==> src/rtl/sqzh_pkg.sv <==
// sqzh_pkg: widths, constants and stage structs of the squeeze histogram block
// used by every file of the block but sqzh_ram; depends on nothing
package sqzh_pkg;

    localparam int NUM_BINS    = 43;
    localparam int COUNT_WIDTH = 24;
    localparam int BIN_AW      = $clog2(NUM_BINS);

    localparam int CFG_W   = 24;
    localparam int WORD_W  = 32;
    localparam int K_W     = 31;
    localparam int PROD_W  = WORD_W + K_W;
    localparam int STEP_W  = 6;
    localparam int SEL_W   = 6;
    localparam int DISC_W  = 32;

    localparam logic [K_W-1:0]         K_START    = {K_W{1'b1}};
    localparam logic [STEP_W-1:0]      STEP_LIMIT = 6'd48;
    localparam logic [STEP_W-1:0]      BIN_OFFSET = 6'd6;
    localparam logic [CFG_W-1:0]       MAXN_RESET = 24'd100000;
    localparam logic [COUNT_WIDTH-1:0] COUNT_MAX  = {COUNT_WIDTH{1'b1}};
    localparam logic [DISC_W-1:0]      DISC_MAX   = {DISC_W{1'b1}};

    localparam logic CMD_FEED = 1'b0;
    localparam logic CMD_READ = 1'b1;

    localparam int OUTQ_DEPTH = 3;
    localparam int OQ_AW      = $clog2(OUTQ_DEPTH);
    localparam int OQ_CW      = $clog2(OUTQ_DEPTH + 1);

    // squeeze stage result handed to the histogram stage
    typedef struct packed {
        logic                   is_read;
        logic                   used;
        logic                   done;
        logic [SEL_W-1:0]       bin;
        logic [SEL_W-1:0]       slot;
        logic                   in_range;
        logic [COUNT_WIDTH-1:0] tally;
        logic [DISC_W-1:0]      discard;
    } t_s0;

    typedef struct packed {
        logic                   word_used;
        logic                   number_done;
        logic [SEL_W-1:0]       done_bin;
        logic [COUNT_WIDTH-1:0] bin_value;
        logic [COUNT_WIDTH-1:0] numbers_tallied;
        logic [DISC_W-1:0]      words_discarded;
    } t_res;

endpackage

==> src/rtl/sqzh_in_if.sv <==
// sqzh_in_if: valid/ready channel carrying one input word of the squeeze histogram
// depends on sqzh_pkg
interface sqzh_in_if;
    import sqzh_pkg::*;

    logic               valid;
    logic               ready;
    logic               cmd;
    logic [WORD_W-1:0]  rand_word;
    logic [SEL_W-1:0]   read_bin;

    modport source (output valid, cmd, rand_word, read_bin, input ready);
    modport sink   (input valid, cmd, rand_word, read_bin, output ready);
endinterface

==> src/rtl/sqzh_out_if.sv <==
// sqzh_out_if: valid/ready channel carrying one result word of the squeeze histogram
// depends on sqzh_pkg
interface sqzh_out_if;
    import sqzh_pkg::*;

    logic                   valid;
    logic                   ready;
    logic                   word_used;
    logic                   number_done;
    logic [SEL_W-1:0]       done_bin;
    logic [COUNT_WIDTH-1:0] bin_value;
    logic [COUNT_WIDTH-1:0] numbers_tallied;
    logic [DISC_W-1:0]      words_discarded;

    modport source (output valid, word_used, number_done, done_bin, bin_value,
                    numbers_tallied, words_discarded, input ready);
    modport sink   (input valid, word_used, number_done, done_bin, bin_value,
                    numbers_tallied, words_discarded, output ready);
endinterface

==> src/rtl/sqzh_ram.sv <==
// sqzh_ram: generic single-write, single-read ram with registered read data
// no dependencies
module sqzh_ram #(
    parameter int WIDTH = 8,
    parameter int DEPTH = 16
) (
    input  logic                     i_clk,
    input  logic                     i_we,
    input  logic [$clog2(DEPTH)-1:0] i_waddr,
    input  logic [WIDTH-1:0]         i_wdata,
    input  logic                     i_re,
    input  logic [$clog2(DEPTH)-1:0] i_raddr,
    output logic [WIDTH-1:0]         o_rdata
);
    logic [WIDTH-1:0] r_mem [DEPTH];
    logic [WIDTH-1:0] r_rdata;

    always_ff @(posedge i_clk) begin
        if (i_we) begin
            r_mem[i_waddr] <= i_wdata;
        end
        if (i_re) begin
            r_rdata <= r_mem[i_raddr];
        end
    end

    assign o_rdata = r_rdata;
endmodule

==> src/rtl/sqzh_squeeze.sv <==
// sqzh_squeeze: squeeze recurrence, step count, tally, discard count and limit register
// depends on sqzh_pkg
module sqzh_squeeze (
    input  logic                       i_clk,
    input  logic                       i_rst_n,
    input  logic                       i_cfg_we,
    input  logic [sqzh_pkg::CFG_W-1:0] i_cfg_wdata,
    input  logic                       i_acc,
    input  logic                       i_cmd,
    input  logic [sqzh_pkg::WORD_W-1:0] i_word,
    input  logic [sqzh_pkg::SEL_W-1:0] i_read_bin,
    output sqzh_pkg::t_s0              o_s0
);
    import sqzh_pkg::*;

    logic [K_W-1:0]         r_k, n_k;
    logic [STEP_W-1:0]      r_step, n_step;
    logic [COUNT_WIDTH-1:0] r_tally, n_tally;
    logic [DISC_W-1:0]      r_disc, n_disc;
    logic [CFG_W-1:0]       r_max;

    logic [PROD_W-1:0]  prod;
    logic [K_W-1:0]     k_sq;
    logic [STEP_W-1:0]  step_inc;
    logic [SEL_W-1:0]   bin;
    logic               limit;
    logic               is_read;
    logic               is_done;
    logic               used;
    logic [SEL_W-1:0]   slot;

    always_comb begin
        prod     = PROD_W'(i_word) * PROD_W'(r_k);
        // ceiling of the product over 2^32
        k_sq     = prod[PROD_W-1:WORD_W] + K_W'(prod[WORD_W-1:0] != '0);
        step_inc = r_step + STEP_W'(1);
        is_done  = (k_sq == K_W'(1)) || (step_inc >= STEP_LIMIT);
        bin      = (step_inc < BIN_OFFSET) ? '0 : SEL_W'(step_inc - BIN_OFFSET);
        limit    = 32'(r_tally) >= 32'(r_max);
        is_read  = (i_cmd == CMD_READ);
        used     = !is_read && !limit;

        n_k     = r_k;
        n_step  = r_step;
        n_tally = r_tally;
        n_disc  = r_disc;
        if (i_acc && used) begin
            n_k    = is_done ? K_START : k_sq;
            n_step = is_done ? '0 : step_inc;
            if (is_done && r_tally != COUNT_MAX) begin
                n_tally = r_tally + COUNT_WIDTH'(1);
            end
        end else if (i_acc && !is_read) begin
            if (r_disc != DISC_MAX) begin
                n_disc = r_disc + DISC_W'(1);
            end
        end

        slot = is_read ? i_read_bin : bin;

        o_s0.is_read  = is_read;
        o_s0.used     = used;
        o_s0.done     = used && is_done;
        o_s0.bin      = (used && is_done) ? bin : '0;
        o_s0.slot     = slot;
        o_s0.in_range = ({1'b0, slot} < (SEL_W+1)'(NUM_BINS));
        o_s0.tally    = n_tally;
        o_s0.discard  = n_disc;
    end

    always_ff @(posedge i_clk) begin
        if (!i_rst_n) begin
            r_k     <= K_START;
            r_step  <= '0;
            r_tally <= '0;
            r_disc  <= '0;
            r_max   <= MAXN_RESET;
        end else begin
            r_k     <= n_k;
            r_step  <= n_step;
            r_tally <= n_tally;
            r_disc  <= n_disc;
            if (i_cfg_we) begin
                r_max <= i_cfg_wdata;
            end
        end
    end
endmodule

==> src/rtl/sqzh_hist.sv <==
// sqzh_hist: bin count memory with read-modify-write, valid bits and write forwarding
// depends on sqzh_pkg and sqzh_ram
module sqzh_hist (
    input  logic           i_clk,
    input  logic           i_rst_n,
    input  logic           i_acc,
    input  sqzh_pkg::t_s0  i_s0,
    output logic           o_s1_vld,
    output sqzh_pkg::t_res o_res
);
    import sqzh_pkg::*;

    logic [NUM_BINS-1:0]    r_vld;
    logic                   r_s1_vld;
    t_s0                    r_s1;
    logic                   r_rd_vld;
    logic                   r_fw_vld;
    logic [BIN_AW-1:0]      r_fw_addr;
    logic [COUNT_WIDTH-1:0] r_fw_data;

    logic [BIN_AW-1:0]      rd_addr;
    logic [BIN_AW-1:0]      s1_addr;
    logic [COUNT_WIDTH-1:0] ram_q;
    logic [COUNT_WIDTH-1:0] cur;
    logic [COUNT_WIDTH-1:0] wdata;
    logic                   wr_en;

    assign rd_addr = i_s0.slot[BIN_AW-1:0];
    assign s1_addr = r_s1.slot[BIN_AW-1:0];

    sqzh_ram #(
        .WIDTH (COUNT_WIDTH),
        .DEPTH (NUM_BINS)
    ) u_ram (
        .i_clk   (i_clk),
        .i_we    (wr_en),
        .i_waddr (s1_addr),
        .i_wdata (wdata),
        .i_re    (i_acc),
        .i_raddr (rd_addr),
        .o_rdata (ram_q)
    );

    always_comb begin
        // the ram returns old data when last cycle's write hit the same bin
        if (r_fw_vld && r_fw_addr == s1_addr) begin
            cur = r_fw_data;
        end else if (r_rd_vld) begin
            cur = ram_q;
        end else begin
            cur = '0;
        end
        wr_en = r_s1_vld && r_s1.done && r_s1.in_range;
        wdata = (cur == COUNT_MAX) ? cur : cur + COUNT_WIDTH'(1);

        o_res.word_used       = r_s1.used;
        o_res.number_done     = r_s1.done;
        o_res.done_bin        = r_s1.bin;
        o_res.bin_value       = (r_s1.is_read && r_s1.in_range) ? cur : '0;
        o_res.numbers_tallied = r_s1.tally;
        o_res.words_discarded = r_s1.discard;
    end

    always_ff @(posedge i_clk) begin
        if (!i_rst_n) begin
            r_s1_vld <= 1'b0;
            r_fw_vld <= 1'b0;
            r_vld    <= '0;
        end else begin
            r_s1_vld <= i_acc;
            r_fw_vld <= wr_en;
            if (wr_en) begin
                r_vld[s1_addr] <= 1'b1;
            end
        end
    end

    always_ff @(posedge i_clk) begin
        if (i_acc) begin
            r_s1     <= i_s0;
            r_rd_vld <= i_s0.in_range && r_vld[rd_addr];
        end
        r_fw_addr <= s1_addr;
        r_fw_data <= wdata;
    end

    assign o_s1_vld = r_s1_vld;
endmodule

==> src/rtl/sqzh_outq.sv <==
// sqzh_outq: small result queue between the histogram stage and the output channel
// depends on sqzh_pkg
module sqzh_outq (
    input  logic                       i_clk,
    input  logic                       i_rst_n,
    input  logic                       i_push,
    input  sqzh_pkg::t_res             i_res,
    input  logic                       i_pop,
    output logic                       o_vld,
    output sqzh_pkg::t_res             o_res,
    output logic [sqzh_pkg::OQ_CW-1:0] o_count
);
    import sqzh_pkg::*;

    t_res             r_slot [OUTQ_DEPTH];
    logic [OQ_AW-1:0] r_wr;
    logic [OQ_AW-1:0] r_rd;
    logic [OQ_CW-1:0] r_count;

    function automatic logic [OQ_AW-1:0] ptr_next(input logic [OQ_AW-1:0] p);
        ptr_next = (p == OQ_AW'(OUTQ_DEPTH - 1)) ? '0 : p + OQ_AW'(1);
    endfunction

    always_ff @(posedge i_clk) begin
        if (!i_rst_n) begin
            r_wr    <= '0;
            r_rd    <= '0;
            r_count <= '0;
        end else begin
            if (i_push) begin
                r_wr <= ptr_next(r_wr);
            end
            if (i_pop) begin
                r_rd <= ptr_next(r_rd);
            end
            if (i_push && !i_pop) begin
                r_count <= r_count + OQ_CW'(1);
            end else if (!i_push && i_pop) begin
                r_count <= r_count - OQ_CW'(1);
            end
        end
    end

    always_ff @(posedge i_clk) begin
        if (i_push) begin
            r_slot[r_wr] <= i_res;
        end
    end

    assign o_vld   = (r_count != '0);
    assign o_res   = r_slot[r_rd];
    assign o_count = r_count;
endmodule

==> src/rtl/squeeze_randomness_histogram.sv <==
// squeeze_randomness_histogram: top level of the squeeze test histogram
// depends on sqzh_pkg, sqzh_in_if, sqzh_out_if, sqzh_squeeze, sqzh_hist, sqzh_outq
//
//  channel   dir  handshake         payload
//  i_in      in   valid / ready     cmd, rand_word, read_bin
//  o_out     out  valid / ready     word_used, number_done, done_bin, bin_value,
//                                   numbers_tallied, words_discarded
//  i_cfg     in   i_cfg_we          i_cfg_wdata (max_numbers)
//
// one word per cycle while ready is high; a result is registered in stage one and
// again in the result queue before it is presented on o_out
// the squeeze multiply is combinational and feeds k straight back; the bin memory
// does one read and one write per cycle, with last-write forwarding on the same bin
// reset clears the bin valid bits at once, so no clearing pass is needed
// a three-entry result queue absorbs output stalls; ready drops once the queue
// plus the staged word hold three results
module squeeze_randomness_histogram (
    input  logic                       i_clk,
    input  logic                       i_rst_n,
    sqzh_in_if.sink                    i_in,
    sqzh_out_if.source                 o_out,
    input  logic                       i_cfg_we,
    input  logic [sqzh_pkg::CFG_W-1:0] i_cfg_wdata
);
    import sqzh_pkg::*;

    logic             acc;
    logic             pop;
    t_s0              s0;
    t_res             s1_res;
    t_res             q_res;
    logic             s1_vld;
    logic             q_vld;
    logic [OQ_CW-1:0] q_count;
    logic [OQ_CW:0]   inflight;

    assign acc      = i_in.valid && i_in.ready;
    assign pop      = o_out.valid && o_out.ready;
    // stage one always drains into the queue, so count it against free slots
    assign inflight = (OQ_CW+1)'(q_count) + (OQ_CW+1)'(s1_vld);
    assign i_in.ready = (inflight < (OQ_CW+1)'(OUTQ_DEPTH));

    sqzh_squeeze u_squeeze (
        .i_clk       (i_clk),
        .i_rst_n     (i_rst_n),
        .i_cfg_we    (i_cfg_we),
        .i_cfg_wdata (i_cfg_wdata),
        .i_acc       (acc),
        .i_cmd       (i_in.cmd),
        .i_word      (i_in.rand_word),
        .i_read_bin  (i_in.read_bin),
        .o_s0        (s0)
    );

    sqzh_hist u_hist (
        .i_clk    (i_clk),
        .i_rst_n  (i_rst_n),
        .i_acc    (acc),
        .i_s0     (s0),
        .o_s1_vld (s1_vld),
        .o_res    (s1_res)
    );

    sqzh_outq u_outq (
        .i_clk   (i_clk),
        .i_rst_n (i_rst_n),
        .i_push  (s1_vld),
        .i_res   (s1_res),
        .i_pop   (pop),
        .o_vld   (q_vld),
        .o_res   (q_res),
        .o_count (q_count)
    );

    assign o_out.valid           = q_vld;
    assign o_out.word_used       = q_res.word_used;
    assign o_out.number_done     = q_res.number_done;
    assign o_out.done_bin        = q_res.done_bin;
    assign o_out.bin_value       = q_res.bin_value;
    assign o_out.numbers_tallied = q_res.numbers_tallied;
    assign o_out.words_discarded = q_res.words_discarded;

`ifndef SYNTH
    a_queue_room: assert property (@(posedge i_clk) disable iff (!i_rst_n)
        s1_vld |-> (q_count < OQ_CW'(OUTQ_DEPTH)) || pop)
        else $error("result queue overrun");

    a_word_staged: assert property (@(posedge i_clk) disable iff (!i_rst_n)
        acc |=> s1_vld)
        else $error("accepted word did not reach the histogram stage");

    a_done_used: assert property (@(posedge i_clk) disable iff (!i_rst_n)
        o_out.valid && o_out.number_done |-> o_out.word_used)
        else $error("number completed by an unused word");
`endif
endmodule

==> src/flat_wrapper.sv <==
// flat-port wrapper written by rule: the top's interface ports become plain ports
module squeeze_randomness_histogram_flat import sqzh_pkg::*;
  (i_clk, i_rst_n, i_cfg_we, i_cfg_wdata, i_in_valid, i_in_cmd, i_in_rand_word, i_in_read_bin, i_in_ready, o_out_valid, o_out_word_used, o_out_number_done, o_out_done_bin, o_out_bin_value, o_out_numbers_tallied, o_out_words_discarded, o_out_ready);
  sqzh_in_if i_in_i ();
  sqzh_out_if o_out_i ();
  input  logic i_clk;
  input  logic i_rst_n;
  input  logic i_cfg_we;
  input  logic [sqzh_pkg::CFG_W-1:0] i_cfg_wdata;
  input wire logic [$bits(i_in_i.valid)-1:0] i_in_valid;
  input wire logic [$bits(i_in_i.cmd)-1:0] i_in_cmd;
  input wire logic [$bits(i_in_i.rand_word)-1:0] i_in_rand_word;
  input wire logic [$bits(i_in_i.read_bin)-1:0] i_in_read_bin;
  output wire logic [$bits(i_in_i.ready)-1:0] i_in_ready;
  output wire logic [$bits(o_out_i.valid)-1:0] o_out_valid;
  output wire logic [$bits(o_out_i.word_used)-1:0] o_out_word_used;
  output wire logic [$bits(o_out_i.number_done)-1:0] o_out_number_done;
  output wire logic [$bits(o_out_i.done_bin)-1:0] o_out_done_bin;
  output wire logic [$bits(o_out_i.bin_value)-1:0] o_out_bin_value;
  output wire logic [$bits(o_out_i.numbers_tallied)-1:0] o_out_numbers_tallied;
  output wire logic [$bits(o_out_i.words_discarded)-1:0] o_out_words_discarded;
  input wire logic [$bits(o_out_i.ready)-1:0] o_out_ready;
  assign i_in_i.valid = i_in_valid;
  assign i_in_i.cmd = i_in_cmd;
  assign i_in_i.rand_word = i_in_rand_word;
  assign i_in_i.read_bin = i_in_read_bin;
  assign i_in_ready = i_in_i.ready;
  assign o_out_valid = o_out_i.valid;
  assign o_out_word_used = o_out_i.word_used;
  assign o_out_number_done = o_out_i.number_done;
  assign o_out_done_bin = o_out_i.done_bin;
  assign o_out_bin_value = o_out_i.bin_value;
  assign o_out_numbers_tallied = o_out_i.numbers_tallied;
  assign o_out_words_discarded = o_out_i.words_discarded;
  assign o_out_i.ready = o_out_ready;
  squeeze_randomness_histogram u_core (.i_clk(i_clk), .i_rst_n(i_rst_n), .i_in(i_in_i), .o_out(o_out_i), .i_cfg_we(i_cfg_we), .i_cfg_wdata(i_cfg_wdata));
endmodule
==> config.mk <==
export PLATFORM = sky130hd
export DESIGN_NAME = squeeze_randomness_histogram_flat
export DESIGN_NICKNAME = d
export VERILOG_FILES = /design/src/rtl/sqzh_pkg.sv /design/src/rtl/sqzh_in_if.sv /design/src/rtl/sqzh_out_if.sv /design/src/rtl/sqzh_ram.sv /design/src/rtl/sqzh_squeeze.sv /design/src/rtl/sqzh_hist.sv /design/src/rtl/sqzh_outq.sv /design/src/rtl/squeeze_randomness_histogram.sv /design/src/flat_wrapper.sv
export SDC_FILE = /design/constraint.sdc
export NUM_CORES = 2
export LEC_CHECK = 0
export BUFFER_PORTS_ARGS = -buffer_cell sky130_fd_sc_hd__buf_2
export CAP_MARGIN = 10
export CORE_MARGIN = 8
export CORE_UTILIZATION = 55
export CTS_CLUSTER_SIZE = 10
export DETAILED_ROUTE_END_ITERATION = 7
export GPL_TIMING_DRIVEN = 0
export PLACE_DENSITY = 0.71
export SLEW_MARGIN = 20
export SYNTH_ARGS = -nofsm -noshare
export SYNTH_HDL_FRONTEND = slang
export SYNTH_SLANG_ARGS = --single-unit
export TNS_END_PERCENT = 5
==> constraint.sdc <==
create_clock -name i_clk -period 18.1 [get_ports i_clk]
set_input_delay 1.81 -clock i_clk [delete_from_list [all_inputs] [get_ports i_clk]]
set_output_delay 1.81 -clock i_clk [all_outputs]
set_load 0.005 [all_outputs]
## After elaboration in Yosys (flattened, before gate mapping)

Memory sizes are Yosys's and may differ from the RTL's. A register that Yosys moved wholly into a read port is not among the register bits.
Cells that the tools add are included.

- Bits in registers: 271
- Memory bits (writable): 1,296
- Input bits: 68
- Output and inout port bits: 90
- Word-level logic and storage cells: 102
- Memories kept: 2

Memory list:

| memory | words | bits a word | read ports | clocked after Yosys merged registers in | wr ports | line | source |
|---|---|---|---|---|---|---|---|
| u_core.u_hist.u_ram.r_mem | 43 | 24 | 1 | 1 | 1 | sqzh_ram.sv:15 | `logic [WIDTH-1:0] r_mem [DEPTH];` |
| u_core.u_outq.r_slot | 3 | 88 | 1 | 1 | 1 | sqzh_outq.sv:15 | `t_res r_slot [OUTQ_DEPTH];` |

- Add/subtract/negate cells: 11
- Multipliers: 1
- $lt $le $gt $ge: 8
- Equal/unequal tests: 7
- Multiplexer cells: 27
- Bitwise operators: 1
- Reductions and logical operators: 23

Operators by type and width:

| kind | number |
|---|---|
| 24-bit 2-to-1 mux | 6 |
| 32-bit 2-to-1 mux | 3 |
| 32-bit by 31-bit multiplier with 63-bit output | 1 |
| 24-bit by 1-bit adder with 24-bit output (second input constant) | 2 |
| 43-bit OR | 1 |
| 32-bit by 1-bit adder with 32-bit output (second input constant) | 1 |
| 32-bit inequality test (second input constant) | 1 |
| 32-bit nonzero test | 1 |
| 31-bit by 1-bit adder with 31-bit output | 1 |
| 31-bit by 1-bit equality test with 1-bit output (second input constant) | 1 |
| 31-bit 2-to-1 mux | 1 |
| 24-bit equality test (second input constant) | 1 |
| 24-bit greater-or-equal comparator | 1 |
| 24-bit inequality test (second input constant) | 1 |
| 6-bit 2-to-1 mux | 3 |
| 1-bit logical AND | 15 |
| 6-bit by 7-bit less-than comparator with 1-bit output (second input constant) | 2 |
| 2-bit 2-to-1 mux | 6 |
| 2-bit by 1-bit adder with 2-bit output (second input constant) | 3 |
| 6-bit by 1-bit adder with 6-bit output (second input constant) | 1 |
| 1-bit binary-select mux with 6-bit select | 1 |
| 1-bit demux with 6-bit select | 1 |
| 6-bit equality test | 1 |
| 6-bit by 1-bit greater-or-equal comparator with 1-bit output (second input constant) | 1 |
| other kinds (12) | 22 |

## Longest topological paths before layout

- Depth after elaboration: 8
- Mapped depth: 42
- Gate-level depth less buffers: 39

## Cells and area by module

Synthesis repeated with hierarchy kept, for this count alone.

- Cells, all modules: 7,715
- Area, all modules: 98,336.8 um2

Modules (own cells, without submodules):

| module | instances | cells an instance | area each (um2) | seq. area each (um2) |
|---|---|---|---|---|
| sqzh_ram | 1 | 1,974 | 40,954.3 | 31,710.4 |
| sqzh_squeeze | 1 | 4,550 | 40,512.6 | 2,342.2 |
| sqzh_outq | 1 | 589 | 10,112.2 | 8,087.8 |
| sqzh_hist | 1 | 597 | 6,711.4 | 3,693.5 |
| squeeze_randomness_histogram | 1 | 5 | 46.3 | 0.0 |

## Worst setup path after synthesis

OpenSTA, ideal clock, no wires.

- Kind: in2reg
- Start point: in i_in_rand_word[13]
- End point: reg u_core.u_hist.r_s1, in the netlist u_core.u_hist.o_res[33] (data pin)
- Setup time: 0.260 ns
- Data arrival time: 10.838 ns
- Required time: 17.840 ns
- Slack: 7.003 ns
- Stages on the path: 37
- Buffers on the path: 3
- Cells stage by stage: clkbuf_1 > nand2_1 > fa_1 > fa_1 > fa_1 > fa_1 > fa_1 > inv_1 > fa_1 > inv_1 > fa_1 > fa_1 > inv_1 > ha_1 > buf_2 > nand2_1 > nor4_1 > nand3_1 > o21ai_1 > a21oi_1 > xnor2_1 > nor4_1 > nand4_1 > nor3_1 > nand2_1 > ha_1 > ha_1 > and3_1 > nand4_1 > buf_2 > inv_1 > a311oi_1 > o22ai_1 > a2111oi_2 > a21oi_2 > nor2_1 > mux2_2

RTL lines:

| element | line | source |
|---|---|---|
| start: declaration | flat_wrapper.sv:12 | `input wire logic [$bits(i_in_i.rand_word)-1:0] i_in_rand_word;` |
| end signal: assignment | sqzh_hist.sv:80 | `r_s1 <= i_s0;` |
| end: declaration | sqzh_hist.sv:15 | `t_s0 r_s1;` |

==> metrics.log <==
[metrics] data arrival time of the critical path: 13.56 ns
[metrics] area growth from synthesis to final layout: 12.1%
[metrics] Resized cells post-CTS: 0
[metrics] fraction of layout instances using a drive strength above 1: 6.58%
[metrics] area of the mapped netlist: 0.0970 mm^2
[metrics] full die area: 0.190 mm^2
[metrics] Max Slew Vio Count: 0
[metrics] post-route setup TNS: 0 ns
[metrics] final weighted congestion of routability-driven global placement: 0.989
[metrics] cell with the most instances after synthesis: sky130_fd_sc_hd__nand2_1
[metrics] total number of H-tree levels: 4
[metrics] core footprint: 0.176 mm^2
[metrics] largest net degree at the start of global routing: 47
[metrics] count of warnings emitted by yosys: 0
[metrics] required time at the endpoint of the critical path: 18.63 ns
[metrics] worst r2r src: u_core.u_squeeze.r_k[15]$_SDFFE_PN1P_
[metrics] clock buffer count from CTS: 180
[metrics] count of flip-flops with a built-in enable after synthesis: 1393
[metrics] Final Cell Area: 0.109 mm^2
[metrics] Avg Inst Size Synth: 11.0 um^2
[metrics] area share of the largest cell type after synthesis: 43.1%
[metrics] leading post-synthesis cells by instance count: 1693 x sky130_fd_sc_hd__nand2_1, 1393 x sky130_fd_sc_hd__edfxtp_1, 866 x sky130_fd_sc_hd__fa_1, 730 x sky130_fd_sc_hd__inv_1, 692 x sky130_fd_sc_hd__and2_1
[metrics] path class of the lowest-slack min-delay path: reg2reg
[metrics] # clock sinks: 1593
[metrics] setup slack at placement: 4.69 ns
[metrics] cells taking the most area after synthesis: sky130_fd_sc_hd__edfxtp_1 43%, sky130_fd_sc_hd__fa_1 18%, sky130_fd_sc_hd__nand2_1 6.6%
[metrics] least setup slack across all paths after layout: 5.07 ns
[metrics] type of the worst setup path: in2reg
[metrics] Clock Path Buffers: 3
[metrics] instance count of the mapped netlist: 8793
[metrics] number of fill cells: 14100
[metrics] area occupied by multi-input gates: 0.0470 mm^2
[metrics] library cell with the largest summed area after synthesis: sky130_fd_sc_hd__edfxtp_1
[metrics] most repeated library cell on the critical path: sky130_fd_sc_hd__fa_1
[metrics] vias: 69200
[metrics] status: completed
[metrics] f_max: 76.7 MHz
[metrics] setup repair after global routing missed its margin: false
[metrics] maximum single-stage delay on the critical path: 0.92 ns
[metrics] total I/O pin count: 158
[metrics] launch instance of the worst min-delay path: u_core.u_hist.s1_addr[3]$_DFFE_PP_
[metrics] Synth cell types: 96
[metrics] Tightest Pin Transition: 1.26 ns
[metrics] Placed Area: 0.103 mm^2
[metrics] TritonRoute pass-1 iters: 6
[metrics] aggregate global routing overflow: 0
[metrics] post-synthesis async set-or-reset flop share: 0%
[metrics] delay-heaviest family, CP: adder cells
[metrics] Die Span Y: 436 um
[metrics] final setup vio count: 0
[metrics] Post-CTS Setup Repair Bufs: 0
[metrics] Post-Route Skew: 0.0687 ns
[metrics] detailed placement HPWL: 232000 um
[metrics] nets@finish: 10500
[metrics] slowest CP cell: sky130_fd_sc_hd__clkbuf_1
[metrics] final hold viol count: 0
[metrics] clock transition at the register clock pins on the worst setup and hold paths after CTS: 0.06 ns
[metrics] vias per std cell: 5.90
[metrics] CP endpoint kind: register
[metrics] launch point of the worst path: i_in_rand_word[6]
[metrics] number of input and output port buffers inserted: 156
[metrics] reg-to-reg slack, setup: 5.54 ns
[metrics] DRC violations left: 0
[metrics] final clock period utilization by the worst path: 72.0%
[metrics] Seq/Total Area, Yosys: 47.3%
[metrics] CTS root buffer: sky130_fd_sc_hd__clkbuf_16
[metrics] MaxCap Viol Count: 0
[metrics] GRT Resource Usage Total: 31.0%
[metrics] top flip-flop cell by instance count after synthesis: sky130_fd_sc_hd__edfxtp_1
[metrics] post-detailed-route count of antenna-violating nets: 0
[metrics] Bufs and invs on worst path: 4
[metrics] Avg WL per Cell: 25.5 um
[metrics] largest fanout on the critical path: 10
[metrics] initial cell density of the core: 55.2%
[metrics] cts-stage hold buffer count: 0
[metrics] initial antenna violation count: 7
[metrics] first-pass GRT wire length: 446000 um
[metrics] count of state elements after synthesis: 1593
[metrics] crit path time final: 13.03 ns
[metrics] number of core rows: 154
[metrics] via count of the first global-routing pass: 70400
[metrics] die extent in x: 436 um
[metrics] clock tree from TritonCTS: yes
[metrics] worst rel slew slack: 15.8%
[metrics] Storage cell area: 0.0458 mm^2
[metrics] number of DRC markers after the initial detailed-route iteration: 7523
[metrics] Syn Nets: 10000
[metrics] nature of the critical path startpoint: input port
[metrics] Detailed Route WL: 300000 um
[metrics] clock insertion delay at the later pin of the skew report: 0.83 ns
==> routing by layer <==
metal	part of all wire, %	up-vias	global-route usage, %
li1	-	30600	-
met1	40	34600	41.4
met2	45	3322	48.5
met3	8.9	744	6.02
met4	6.2	2	16.0
met5	0.0037	-	0.126
==> placed cells by master (no fill, tap or decap), drive strengths merged, types with 51 or more instances in the layout <==
cell type and count:
nand2 1693, nand4 51, a21oi 261, xnor2 68
ha 290, a311oi 180, and2 692, inv 736
buf 324, dfxtp 200, nand3 524, nor2 360
and3 122, clkbuf 775, o21ai 201, fa 866
nor3 54, xor2 76, mux2i 126, edfxtp 1393
==> kinds of logic after synthesis <==
group,Yosys count,synth area share (%)
AO/OA/AOI/OAI,849,5.78
XOR/XNOR,144,1.30
adder cells (fa/ha/maj),1156,21.6
buffers and inverters,1272,4.95
flip-flops,1593,47.3
multiplexers,131,1.37
AND/OR/NAND/NOR,3648,17.7
==> stage by stage <==
step | std cells | hold slack, ns | util, %
6_report | 11700 | 0.373 | 61.9
4_1_cts | 11700 | 0.374 | 61.8
3_3_place_gp | 11300 | 0.353 | 57.3
5_1_grt | 11700 | 0.380 | 61.9
2_1_floorplan | 8793 | 0.346 | -
3_5_place_dp | 11400 | 0.358 | 58.8
==> registers in the layout, summed over array words and instances, names as in the netlist, 24 cells and up, named ones only <==
register                     count
u_core.u_hist.r_fw_data         24
u_core.u_hist.r_vld             43
u_core.u_hist.u_ram.o_rdata     24
u_core.u_squeeze.r_disc         32
u_core.u_outq.r_slot           264
u_core.u_hist.o_res             64
u_core.u_squeeze.r_k            31
u_core.u_squeeze.r_tally        24
u_core.u_hist.u_ram.r_mem     1032
u_core.u_squeeze.r_max          24
==> worst paths after layout <==
path / to / cells past startpoint
setup / recovery: u_core.u_hist.o_res[33]$_DFFE_PP_ / 35
hold / removal: u_core.u_hist.r_fw_addr[3]$_DFF_P_ / 0
setup reg to reg: u_core.u_hist.o_res[33]$_DFFE_PP_ / 34
hold reg to reg: u_core.u_hist.r_fw_addr[3]$_DFF_P_ / 0
==> final cells by class <==
| type | count | share of cell area [%] |
|---|---|---|
| diodes | 10 | 0.0230 |
| plain buffers | 538 | 1.88 |
| clock buffers | 286 | 4.55 |
| clock inverters | 20 | 0.349 |
| inverters | 734 | 2.53 |
| multi-input cells | 5928 | 43.2 |
| flip-flops and latches | 1593 | 42.2 |
| well taps | 2340 | 2.69 |
| repair buffers | 275 | 2.60 |
==> worst register-to-register path, delay by kind of cell, from the launching register on <==
| family | cells | cell delay (ns) |
|---|---|---|
| fa+ha+maj | 11 | 5.17 |
| simple gates | 14 | 3.55 |
| buf+inv | 3 | 1.18 |
| flops | 1 | 0.85 |
| compound gates | 3 | 0.78 |
| mux | 1 | 0.41 |
| xor+xnor | 2 | 0.36 |
Power is left out: the tool's default activity adds up to more than one toggle a clock period on the data nets, which glitch-free logic cannot reach.
